[src/hdl/bmhpq_pkg.sv]
package bmhpq_pkg;

  // Field widths fixed by the interface
  localparam int unsigned PRIO_W   = 8;
  localparam int unsigned PAY_W    = 16;
  localparam int unsigned ENTRY_W  = PRIO_W + PAY_W;
  localparam int unsigned CAP_W    = 7;
  localparam int unsigned STATUS_W = 2;
  localparam int unsigned TOP_W    = PRIO_W + 1;

  // Default queue depth and reset value of the capacity register
  localparam int unsigned       DEPTH_DEFAULT = 64;
  localparam logic [CAP_W-1:0]  CAP_RESET     = 7'd64;

  // Operation codes
  localparam logic FUNC_INSERT = 1'b0;
  localparam logic FUNC_REMOVE = 1'b1;

  // Result status codes
  localparam logic [STATUS_W-1:0] ST_OK    = 2'd0;
  localparam logic [STATUS_W-1:0] ST_FULL  = 2'd1;
  localparam logic [STATUS_W-1:0] ST_EMPTY = 2'd2;

  // One heap entry
  typedef struct packed {
    logic [PRIO_W-1:0] prio;
    logic [PAY_W-1:0]  pay;
  } entry_t;

endpackage

[src/hdl/bmhpq_ram.sv]
module bmhpq_ram
  import bmhpq_pkg::*;
#(
  parameter int unsigned DEPTH = DEPTH_DEFAULT,
  localparam int unsigned AW   = $clog2(DEPTH)
) (
  input  logic               clk_i,
  input  logic               wr_en_i,
  input  logic [AW-1:0]      wr_addr_i,
  input  logic [ENTRY_W-1:0] wr_data_i,
  input  logic               rd_en_i,
  input  logic [AW-1:0]      rd_addr_a_i,
  input  logic [AW-1:0]      rd_addr_b_i,
  output logic [ENTRY_W-1:0] rd_data_a_o,
  output logic [ENTRY_W-1:0] rd_data_b_o
);

  logic [ENTRY_W-1:0] mem [DEPTH];

  // Write port
  always_ff @(posedge clk_i) begin
    if (wr_en_i) begin
      mem[wr_addr_i] <= wr_data_i;
    end
  end

  // Two registered read ports
  always_ff @(posedge clk_i) begin
    if (rd_en_i) begin
      rd_data_a_o <= mem[rd_addr_a_i];
      rd_data_b_o <= mem[rd_addr_b_i];
    end
  end

endmodule

[src/hdl/binary_min_heap_priority_queue_unit.sv]
// Binary min-heap priority queue. A lower priority number is served first.
// Input channel (in_valid_i / in_stall_o): func_i selects insert or remove;
// priority_req_i and payload_i give the entry to insert. One result word per
// input word leaves on the output channel (out_valid_o / out_stall_i) with a
// status, the removed entry (zero when nothing was removed), the root
// priority after the operation (-1 when empty) and the entry count.
// capacity_limit is written through cfg_valid_i / cfg_ready_o / cfg_data_i
// only while the queue is idle, a rule the user must keep: the block itself
// does not enforce it. Values above DEPTH behave as DEPTH.
// Timing: one word is worked on at a time. A rejected insert, an empty remove
// or the removal of the last entry goes from S_IDLE straight to S_FINISH.
// An insert moves its entry up, each level costing a read of the single heap
// memory in S_UP_RD and a compare-and-write in S_UP_CMP; it ends with a write
// in S_UP_RD when the entry reaches the root. A remove loads the last entry in
// S_DN_LOAD and moves it down the same way through S_DN_RD and S_DN_CMP,
// ending with a write in S_DN_RD when it reaches a leaf. A finished result
// waits in the output register while the receiver stalls; the next word is
// accepted meanwhile, and its result waits in the FSM until the register
// frees. Reset empties the queue and sets capacity_limit to 64; heap memory
// contents are not cleared, as only entries below the count are ever used.
module binary_min_heap_priority_queue_unit
  import bmhpq_pkg::*;
#(
  parameter int unsigned DEPTH = DEPTH_DEFAULT,
  localparam int unsigned CNT_W = $clog2(DEPTH + 1)
) (
  input  logic                       clk_i,
  input  logic                       rst_ni,
  // Configuration write
  input  logic                       cfg_valid_i,
  output logic                       cfg_ready_o,
  input  logic [CAP_W-1:0]           cfg_data_i,
  // Request channel
  input  logic                       in_valid_i,
  output logic                       in_stall_o,
  input  logic                       func_i,
  input  logic [PRIO_W-1:0]          priority_req_i,
  input  logic [PAY_W-1:0]           payload_i,
  // Result channel
  output logic                       out_valid_o,
  input  logic                       out_stall_i,
  output logic [STATUS_W-1:0]        status_o,
  output logic [PAY_W-1:0]           removed_payload_o,
  output logic [PRIO_W-1:0]          removed_priority_o,
  output logic signed [TOP_W-1:0]    top_priority_o,
  output logic [CNT_W-1:0]           entry_count_o
);

  localparam int unsigned AW    = $clog2(DEPTH);
  localparam int unsigned XW    = AW + 1;
  localparam int unsigned CMP_W = (CNT_W > CAP_W) ? CNT_W : CAP_W;

  typedef enum logic [2:0] {
    S_IDLE,
    S_UP_RD,
    S_UP_CMP,
    S_DN_LOAD,
    S_DN_RD,
    S_DN_CMP,
    S_FINISH
  } state_e;

  state_e              state_q, state_d;
  logic [CNT_W-1:0]    cnt_q, cnt_d;
  logic [CAP_W-1:0]    cap_q, cap_d;
  logic [AW-1:0]       hole_q, hole_d;
  entry_t              item_q, item_d;
  entry_t              root_q, root_d;
  logic [STATUS_W-1:0] res_status_q, res_status_d;
  entry_t              res_entry_q, res_entry_d;

  logic                out_valid_q, out_valid_d;
  logic [STATUS_W-1:0] out_status_q, out_status_d;
  entry_t              out_entry_q, out_entry_d;
  logic [TOP_W-1:0]    out_top_q, out_top_d;
  logic [CNT_W-1:0]    out_cnt_q, out_cnt_d;

  // Memory access
  logic                wr_en;
  logic [AW-1:0]       wr_addr;
  entry_t              wr_data;
  logic                rd_en;
  logic [AW-1:0]       rd_addr_a, rd_addr_b;
  entry_t              rd_a, rd_b;

  // Heap index arithmetic
  logic [AW-1:0]       parent;
  logic [XW-1:0]       left_w, right_w, cnt_x;
  logic                left_ok, right_ok;
  logic                ins_full;
  logic [PRIO_W-1:0]   best_prio;
  logic                sel_left, sel_right;
  logic                out_free;

  bmhpq_ram #(
    .DEPTH (DEPTH)
  ) u_ram (
    .clk_i       (clk_i),
    .wr_en_i     (wr_en),
    .wr_addr_i   (wr_addr),
    .wr_data_i   (wr_data),
    .rd_en_i     (rd_en),
    .rd_addr_a_i (rd_addr_a),
    .rd_addr_b_i (rd_addr_b),
    .rd_data_a_o (rd_a),
    .rd_data_b_o (rd_b)
  );

  // Parent and children of the hole
  assign parent   = (hole_q - AW'(1)) >> 1;
  assign left_w   = {hole_q, 1'b1};
  assign right_w  = left_w + XW'(1);
  assign cnt_x    = XW'(cnt_q);
  assign left_ok  = left_w < cnt_x;
  assign right_ok = right_w < cnt_x;

  // Full when the count reaches the limit or the depth
  assign ins_full = (CMP_W'(cnt_q) >= CMP_W'(cap_q)) || (cnt_q == CNT_W'(DEPTH));

  // Pick the smallest of item and children; a child wins ties, and the right child wins a tie with the left
  assign sel_left  = rd_a.prio <= item_q.prio;
  assign best_prio = sel_left ? rd_a.prio : item_q.prio;
  assign sel_right = right_ok && (rd_b.prio <= best_prio);

  assign out_free = !out_valid_q || !out_stall_i;

  always_comb begin
    state_d      = state_q;
    cnt_d        = cnt_q;
    cap_d        = cap_q;
    hole_d       = hole_q;
    item_d       = item_q;
    res_status_d = res_status_q;
    res_entry_d  = res_entry_q;
    out_status_d = out_status_q;
    out_entry_d  = out_entry_q;
    out_top_d    = out_top_q;
    out_cnt_d    = out_cnt_q;
    out_valid_d  = out_valid_q && out_stall_i;
    wr_en        = 1'b0;
    wr_addr      = hole_q;
    wr_data      = item_q;
    rd_en        = 1'b0;
    rd_addr_a    = '0;
    rd_addr_b    = '0;

    if (cfg_valid_i) begin
      cap_d = cfg_data_i;
    end

    unique case (state_q)
      S_IDLE: begin
        if (in_valid_i) begin
          res_status_d = ST_OK;
          res_entry_d  = '0;
          if (func_i == FUNC_INSERT) begin
            if (ins_full) begin
              res_status_d = ST_FULL;
              state_d      = S_FINISH;
            end else begin
              item_d  = '{prio: priority_req_i, pay: payload_i};
              hole_d  = AW'(cnt_q);
              cnt_d   = cnt_q + CNT_W'(1);
              state_d = S_UP_RD;
            end
          end else if (cnt_q == '0) begin
            res_status_d = ST_EMPTY;
            state_d      = S_FINISH;
          end else begin
            res_entry_d = root_q;
            cnt_d       = cnt_q - CNT_W'(1);
            if (cnt_q == CNT_W'(1)) begin
              state_d = S_FINISH;
            end else begin
              // fetch the last entry, it moves to the root
              rd_en     = 1'b1;
              rd_addr_a = AW'(cnt_q - CNT_W'(1));
              state_d   = S_DN_LOAD;
            end
          end
        end
      end
      S_UP_RD: begin
        if (hole_q == '0) begin
          wr_en   = 1'b1;
          state_d = S_FINISH;
        end else begin
          rd_en     = 1'b1;
          rd_addr_a = parent;
          state_d   = S_UP_CMP;
        end
      end
      S_UP_CMP: begin
        wr_en = 1'b1;
        if (rd_a.prio > item_q.prio) begin
          // move the parent down into the hole
          wr_data = rd_a;
          hole_d  = parent;
          state_d = S_UP_RD;
        end else begin
          state_d = S_FINISH;
        end
      end
      S_DN_LOAD: begin
        item_d  = rd_a;
        hole_d  = '0;
        state_d = S_DN_RD;
      end
      S_DN_RD: begin
        if (!left_ok) begin
          wr_en   = 1'b1;
          state_d = S_FINISH;
        end else begin
          rd_en     = 1'b1;
          rd_addr_a = AW'(left_w);
          rd_addr_b = AW'(right_w);
          state_d   = S_DN_CMP;
        end
      end
      S_DN_CMP: begin
        wr_en = 1'b1;
        if (sel_right) begin
          wr_data = rd_b;
          hole_d  = AW'(right_w);
          state_d = S_DN_RD;
        end else if (sel_left) begin
          wr_data = rd_a;
          hole_d  = AW'(left_w);
          state_d = S_DN_RD;
        end else begin
          state_d = S_FINISH;
        end
      end
      S_FINISH: begin
        if (out_free) begin
          out_valid_d  = 1'b1;
          out_status_d = res_status_q;
          out_entry_d  = res_entry_q;
          out_top_d    = (cnt_q == '0) ? '1 : {1'b0, root_q.prio};
          out_cnt_d    = cnt_q;
          state_d      = S_IDLE;
        end
      end
      default: begin
        state_d = S_IDLE;
      end
    endcase

    // Mirror the root entry
    root_d = root_q;
    if (wr_en && (wr_addr == '0)) begin
      root_d = wr_data;
    end
  end

  // Control and result registers
  always_ff @(posedge clk_i or negedge rst_ni) begin
    if (!rst_ni) begin
      state_q     <= S_IDLE;
      cnt_q       <= '0;
      cap_q       <= CAP_RESET;
      out_valid_q <= 1'b0;
    end else begin
      state_q     <= state_d;
      cnt_q       <= cnt_d;
      cap_q       <= cap_d;
      out_valid_q <= out_valid_d;
    end
  end

  // Payload registers
  always_ff @(posedge clk_i) begin
    hole_q       <= hole_d;
    item_q       <= item_d;
    root_q       <= root_d;
    res_status_q <= res_status_d;
    res_entry_q  <= res_entry_d;
    out_status_q <= out_status_d;
    out_entry_q  <= out_entry_d;
    out_top_q    <= out_top_d;
    out_cnt_q    <= out_cnt_d;
  end

  assign cfg_ready_o        = 1'b1;
  assign in_stall_o         = (state_q != S_IDLE);
  assign out_valid_o        = out_valid_q;
  assign status_o           = out_status_q;
  assign removed_payload_o  = out_entry_q.pay;
  assign removed_priority_o = out_entry_q.prio;
  assign top_priority_o     = out_top_q;
  assign entry_count_o      = out_cnt_q;

endmodule

[config.mk]
export PLATFORM = sky130hd
export DESIGN_NAME = binary_min_heap_priority_queue_unit
export DESIGN_NICKNAME = d
export VERILOG_FILES = /design/src/hdl/bmhpq_pkg.sv /design/src/hdl/bmhpq_ram.sv /design/src/hdl/binary_min_heap_priority_queue_unit.sv
export SDC_FILE = /design/constraint.sdc
export NUM_CORES = 2
export LEC_CHECK = 0
export BUFFER_PORTS_ARGS = -buffer_cell sky130_fd_sc_hd__buf_4
export CAP_MARGIN = 20
export CORE_MARGIN = 3
export CORE_UTILIZATION = 60
export CTS_CLUSTER_DIAMETER = 200
export DETAILED_ROUTE_END_ITERATION = 10
export PLACE_DENSITY_LB_ADDON = 0.1
export SYNTH_ARGS = -nofsm -noshare
export SYNTH_HDL_FRONTEND = slang
export SYNTH_SLANG_ARGS = --single-unit
[constraint.sdc]
create_clock -name clk_i -period 18.91 [get_ports clk_i]
set_input_delay 0.9455 -clock clk_i [delete_from_list [all_inputs] [get_ports clk_i]]
set_output_delay 0.9455 -clock clk_i [all_outputs]
set_load 0.02 [all_outputs]
After elaboration in Yosys (flattened, before gate mapping) --
Memory sizes are Yosys's and may differ from the RTL's. A register that Yosys moved wholly into a read port is not among the register bits. Cells that the tools add are included.
Storage, ports and cells: register bits after elaboration 140, memory bits (writable) 1536, input bits 37, output and inout port bits 45, memories 1
Memory list:
- u_ram.mem | depth 64, width 24, rd ports 2, clocked after Yosys merged registers in 2, wr ports 1, line bmhpq_ram.sv:18 | logic [ENTRY_W-1:0] mem [DEPTH];
Cells by class: add/subtract/negate cells 4, magnitude comparators 6, eq/ne operators 16, multiplexer cells 58, bitwise gates (word level) 1, reductions and logical operators 21
Operators with widths (count):
- $mux 24 | 6
- $pmux 24 s2 | 2
- $mux 6 | 13
- $mux 3 | 8
- $pmux 6 s4 | 1
- $mux 7 | 3
- $pmux 3 s7 | 1
- $pmux 6 s3 | 1
- $le 8x8->1 | 2
- $add 7x1->7 const B | 2
- $lt 7x7->1 | 2
- $ne 2x2->1 const B | 7
- $mux 1 | 13
- $mux 2 | 5
- $eq 3x3->1 const B | 3
- $mux 9 | 1
- $gt 8x8->1 | 1
- $mux 8 | 1
- $reduce_and 4->1 | 2
- $eq 7x1->1 const B | 1
- $eq 7x7->1 const B | 1
- $ge 7x7->1 | 1
- $logic_not 7->1 | 1
- $sub 7x1->7 const B | 1
- other kinds (18) | 27

Logic depth before layout (Yosys ltp) --
depth after elaboration 6, depth in mapped cells 21

Cells and area by module --
Synthesis repeated with hierarchy kept, for this count alone.
Unflattened totals: cell total of the unflattened synthesis 4546, area, all modules 81001.4 um^2
By module, submodules not included:
- bmhpq_ram | times used 1, cells an instance 3913, area an instance 73420.4 um^2, sequential area each 47565.6 um^2
- binary_min_heap_priority_queue_unit | times used 1, cells an instance 633, area an instance 7581.0 um^2, sequential area each 4115.2 um^2

Least setup slack after synthesis --
OpenSTA, ideal clock, no wires.
path type register to register, start point register u_ram.rd_data_a_o[17], read port of u_ram.mem, end point register root_q[18] in the netlist's numbering, data pin, library setup time 0.727 ns, arrival 6.942 ns, required time 18.183 ns, setup slack 11.241 ns, cell stages (with the launch flop) 20, path buffers 2, clock period less this slack 7.669 ns, path through edfxtp_1 -> ha_1 -> nor2b_1 -> o21a_1 -> o21a_1 -> o21a_1 -> o21a_1 -> o21ai_1 -> clkbuf_1 -> mux2i_1 -> ha_1 -> a21o_1 -> a21o_1 -> a21oi_1 -> o21ai_0 -> a21oi_1 -> nand2_1 -> clkbuf_1 -> and2_1 -> o31ai_1
On the way: longest elaborated chain between the ends 6, elaborated cells between the ends (all ways) 9, classes of those cells order compare: 3; mux: 5; reduce/logical: 1
RTL lines:
- start, declared | line bmhpq_ram.sv:14 | output logic [ENTRY_W-1:0] rd_data_a_o,
- $le 8x8->1 | line binary_min_heap_priority_queue_unit.sv:121 | assign sel_left = rd_a.prio <= item_q.prio;
- $mux 8 | line binary_min_heap_priority_queue_unit.sv:122 | assign best_prio = sel_left ? rd_a.prio : item_q.prio;
- $le 8x8->1 | line binary_min_heap_priority_queue_unit.sv:123 | assign sel_right = right_ok && (rd_b.prio <= best_prio);
- $logic_and 1x1->1 | line binary_min_heap_priority_queue_unit.sv:123
- $mux 24 | line binary_min_heap_priority_queue_unit.sv:222 | if (sel_right) begin
- $pmux 24 s2 * | line binary_min_heap_priority_queue_unit.sv:151 | unique case (state_q)
- via u_ram.wr_data_i[18] | line bmhpq_ram.sv:10 | input logic [ENTRY_W-1:0] wr_data_i,
- end signal, assigned | line binary_min_heap_priority_queue_unit.sv:275 | root_q <= root_d;
- end, declared | line binary_min_heap_priority_queue_unit.sv:68 | entry_t root_q, root_d;
The timed path passes the listed nets; every way through them passes the cells marked *. A chain may end at the register's enable or synchronous reset.

Worst setup path in the final report --
start point register hole_q[0], end point register u_ram.rd_data_a_o[3], read port of u_ram.mem, data pin
On the way: longest elaborated chain between the ends 3, elaborated cells between the ends (all ways) 9, classes of those cells add/sub: 1; order compare: 1; mux: 6; reduce/logical: 1
RTL lines:
- start, declared | line binary_min_heap_priority_queue_unit.sv:66 | logic [AW-1:0] hole_q, hole_d;
- start signal, assigned | line binary_min_heap_priority_queue_unit.sv:273 | hole_q <= hole_d;
- $sub 6x1->6 (tied with other cells) | line binary_min_heap_priority_queue_unit.sv:110 | assign parent = (hole_q - AW'(1)) >> 1;
- $mux 5 (tied with other cells) | line binary_min_heap_priority_queue_unit.sv:184 | if (hole_q == '0) begin
- $pmux 6 s3 / $pmux 1 s3 (equally long branches) | line binary_min_heap_priority_queue_unit.sv:151
Several ways; a longest one is shown, not always the timed one.

==> reports/metrics.yaml <==
cts:
  cts_buffer_depth: 3
  ctsResizeCount: 0
  ctsRootBufferMaster: "clkbuf_16"
  clock_sinks: 1724
  cts_tree: "yes"
  cts_setup_buffers: 0
  cts_buffers: 173
  cts-htree-levels: 4
  clock_latency_ns: 0.82
  path_clk_slew_ns: 0.07
pwr:
  ir_worst_vdd_v: 0.000175
  p_leak_nw: 27.9
  power_density_nw_per_um2: 204
setup_path:
  critical_path_class: "reg -> reg"
  cp-start-kind: "register"
  max_stage_delay_ns: 0.93
  crit_arrival_ns: 8.16
  critPathSlowestCell: "nor4_1"
  r2r_end: "u_ram.rd_data_a_o[3]"
  crit_path_end_kind: "register"
  r2r_slack_ns: 11.44
  r2r_start: "hole_q[0]"
  crit_chain: "buf_4, inv_6, ha_1, nor2b_1, o2111ai_1, nand3_4, nand2_8, buf_4, buf_4, buf_4, a211oi_1, a31oi_1, o22ai_1, nor4_1, or3_1"
  r2r_cells: 15
  crit_top_cell: "buf_4"
  cp.required_ns: 19.60
  crit_fanout: 67
logic_synthesis:
  synth.area.top_cells: "edfxtp_1 (67%), mux4_2 (5.5%), nand2_1 (4.7%)"
  synth-edff-count: 1706
  ys_seq_area_frac: 0.676
  synth_top_area_frac: 0.670
  ys_types: 73
  synthArstFlopShare: 0.0104
  synth-seq-cells: 1724
  syn_inst: 5646
  ys_warn_count: 0
  avgSynthCellArea_sq_um: 13.5
  synth_area_sq_um: 76500
  yosysTopAreaCell: "edfxtp_1"
  synthFlopType: "edfxtp_1"
  synth_nets: 5724
drt:
  vias: 55000
  routed_wl_um: 277000
  routed.top_layer: "met5"
  drtIter0Drc: 9694
  wl_met2_um: 118000
  via_per_inst: 7.41
  wl_met1_um: 92300
  met3WireLength_um: 45000
  drc: 0
  drtAntennaViolNets: 0
  wl_per_cell_um: 37.3
  firstDrtPassIters: 8
placed_design:
  dp_hpwl_um: 161000
  place_congestion: 0.993
  io_buffers: 80
  placed_area_sq_um: 79600
sta:
  setup_violations: 0
  rsz0062_at_grt: "false"
  final_max_slew_viol_count: 0
  period_share: 0.395
  fin_tns_setup_ns: 0
  relSlewSlack: 0.145
  hold_viol_final: 0
  worst_slew_pin_slew_ns: 1.28
  period_needed_ns: 7.47
  fin_worst_skew_ns: 0.0363
  fmax_mhz: 134
grt:
  grt_overflow: 0
  grt_antenna_before_repair: 27
  grt_pass1_vias: 51000
  track_usage: 0.418
  grt_max_degree: 142
  grt_pass1_wl_um: 383000
die:
  pin_count: 82
  core-area_sq_um: 126000
  rows: 130
  die_h_um: 363
  die_w_um: 363
  start_util: 0.607
  dieArea_sq_um: 132000
run_status:
  status: "finished clean"
min_path:
  hp-class: "in -> reg"
  holdCritStartpoint: "cfg_data_i[3]"
  hold_path_end: "cap_q[3]"
  hold_depth: 3
final_layout:
  final_area_sq_um: 85200
  nFillCells: 8767
  drive_gt1_frac: 0.157
  final_nets: 5695
  layout_commonest_cell: "edfxtp_1"
  area_delta_synth_final_pct: 11.4
  layout_common_cells: "edfxtp_1 (1,706), nand2_1 (941), and3_1 (257), a31oi_1 (253)"
  fin_util: 0.676
flow_run:
  max_cap_viol_count: 0
-- where the power goes --
part / total, mW / leakage [nW] / switching (mW) / internal [mW]
clock network: 3.32 / 2.64 / 1.45 / 1.87
registers: 5.55 / 15.6 / 0.231 / 5.32
logic: 8.50 / 9.67 / 6.26 / 2.25
-- sequential cells by signal, summed over array words and instances, names as in the netlist, 6 cells and up --
| name | count |
|---|---|
| cap_q | 7 |
| cnt_q | 7 |
| entry_count_o | 7 |
| hole_q | 6 |
| item_q | 24 |
| removed_payload_o | 16 |
| removed_priority_o | 8 |
| res_entry_q | 24 |
| root_q | 24 |
| top_priority_o | 9 |
| u_ram.mem | 1536 |
| u_ram.rd_data_a_o | 24 |
| u_ram.rd_data_b_o | 24 |
-- final cells by class --
| type | instances | area, sq um | share of cell area |
|---|---|---|---|
| clock inverters | 101 | 768 | 0.00902 |
| inverters | 30 | 119 | 0.00140 |
| flip-flops and latches | 1724 | 51700 | 0.607 |
| clock buffers | 210 | 4600 | 0.0539 |
| repair buffers | 268 | 2340 | 0.0274 |
| well taps | 1650 | 2060 | 0.0242 |
| multi-input cells | 3420 | 23600 | 0.277 |
| diodes | 21 | 52.6 | 0.000617 |
-- per-stage QoR --
stage / setup WS, ns / power [mW] / std cells / hold slack [ns]
final: 11.44 / 17.4 / 7424 / 0.369
after global placement: 11.69 / 13.6 / 7071 / 0.402
after CTS: 11.66 / 16.9 / 7395 / 0.333
after floorplan: 11.24 / 10.1 / 5646 / 0.400
after detailed placement: 11.66 / 13.7 / 7083 / 0.405
after global routing: 11.30 / 17.7 / 7404 / 0.370
-- critical path, delay by kind of cell (launching register included) --
family	cells	cell delay, ns
AOI/OAI and AO/OA	4	0.95
adders and majority gates	1	0.27
buffers and inverters	5	3.01
DFF	1	0.37
and+or+nand+nor	5	2.58
-- per-layer routing --
metal / up-vias / global-route usage
li1: 22000 / -
met1: 27100 / 0.535
met2: 5036 / 0.594
met3: 969 / 0.166
met4: 10 / 0.271
met5: - / 0.00763
-- synthesized netlist by cell type (6+ instances only) --
library cell,n
a2bb2oi_1,6
buf_1,49
a21oi_1,128
a21boi_1,10
and3_1,257
dfrtp_1,17
nand4_1,6
o211ai_1,119
o2111ai_1,25
nand3_1,209
ha_1,41
buf_6,6
buf_4,15
mux4_2,186
o221ai_1,8
a31oi_1,253
mux2i_1,48
a21o_1,7
nor2b_1,7
and2_1,16
o21a_1,10
xnor2_1,15
a211oi_1,245
o22ai_1,66
or3_1,218
nor2_1,92
nor4_1,21
edfxtp_1,1706
nand2_1,948
a311oi_1,10
o21ai_0,250
or4_1,6
inv_1,29
nor3_1,13
a22oi_1,28
buf_2,79
nand2b_1,17
a21boi_0,28
a31o_2,6
mux2_2,66
o31ai_1,8
clkbuf_1,323
-- cell families (layout without fill, tap and decap cells) --
group,Yosys count,count (layout),share of synthesized area
AND/OR/NAND/NOR,1832,1832,0.113
AO/OA/AOI/OAI,1227,1227,0.104
buffers and inverters,502,609,0.0273
XOR/XNOR,19,19,0.00218
flip-flops,1724,1724,0.676
multiplexers,300,300,0.0708
other,1,22,0.0000490
adder cells (fa/ha/maj),41,41,0.00671
-- worst max path at each step --
stage,start,end,slack (ns),depth (start not counted)
final,hole_q[0],u_ram.rd_data_a_o[3],11.44,15
after global routing,hole_q[0],u_ram.rd_data_a_o[3],11.30,16
after CTS,hole_q[0],u_ram.rd_data_a_o[3],11.66,16
after detailed placement,hole_q[0],u_ram.rd_data_a_o[3],11.66,16
after global placement,hole_q[0],u_ram.rd_data_a_o[3],11.69,16
after floorplan,u_ram.rd_data_a_o[17],root_q[18],11.24,19
-- timing repair --
item                                   in CTS  in global routing
setup endpoints to repair                   0                  0
endpoints found under the hold margin      17                  0
hold buffers                                1                  0
Power figures use the tool's default switching activity.
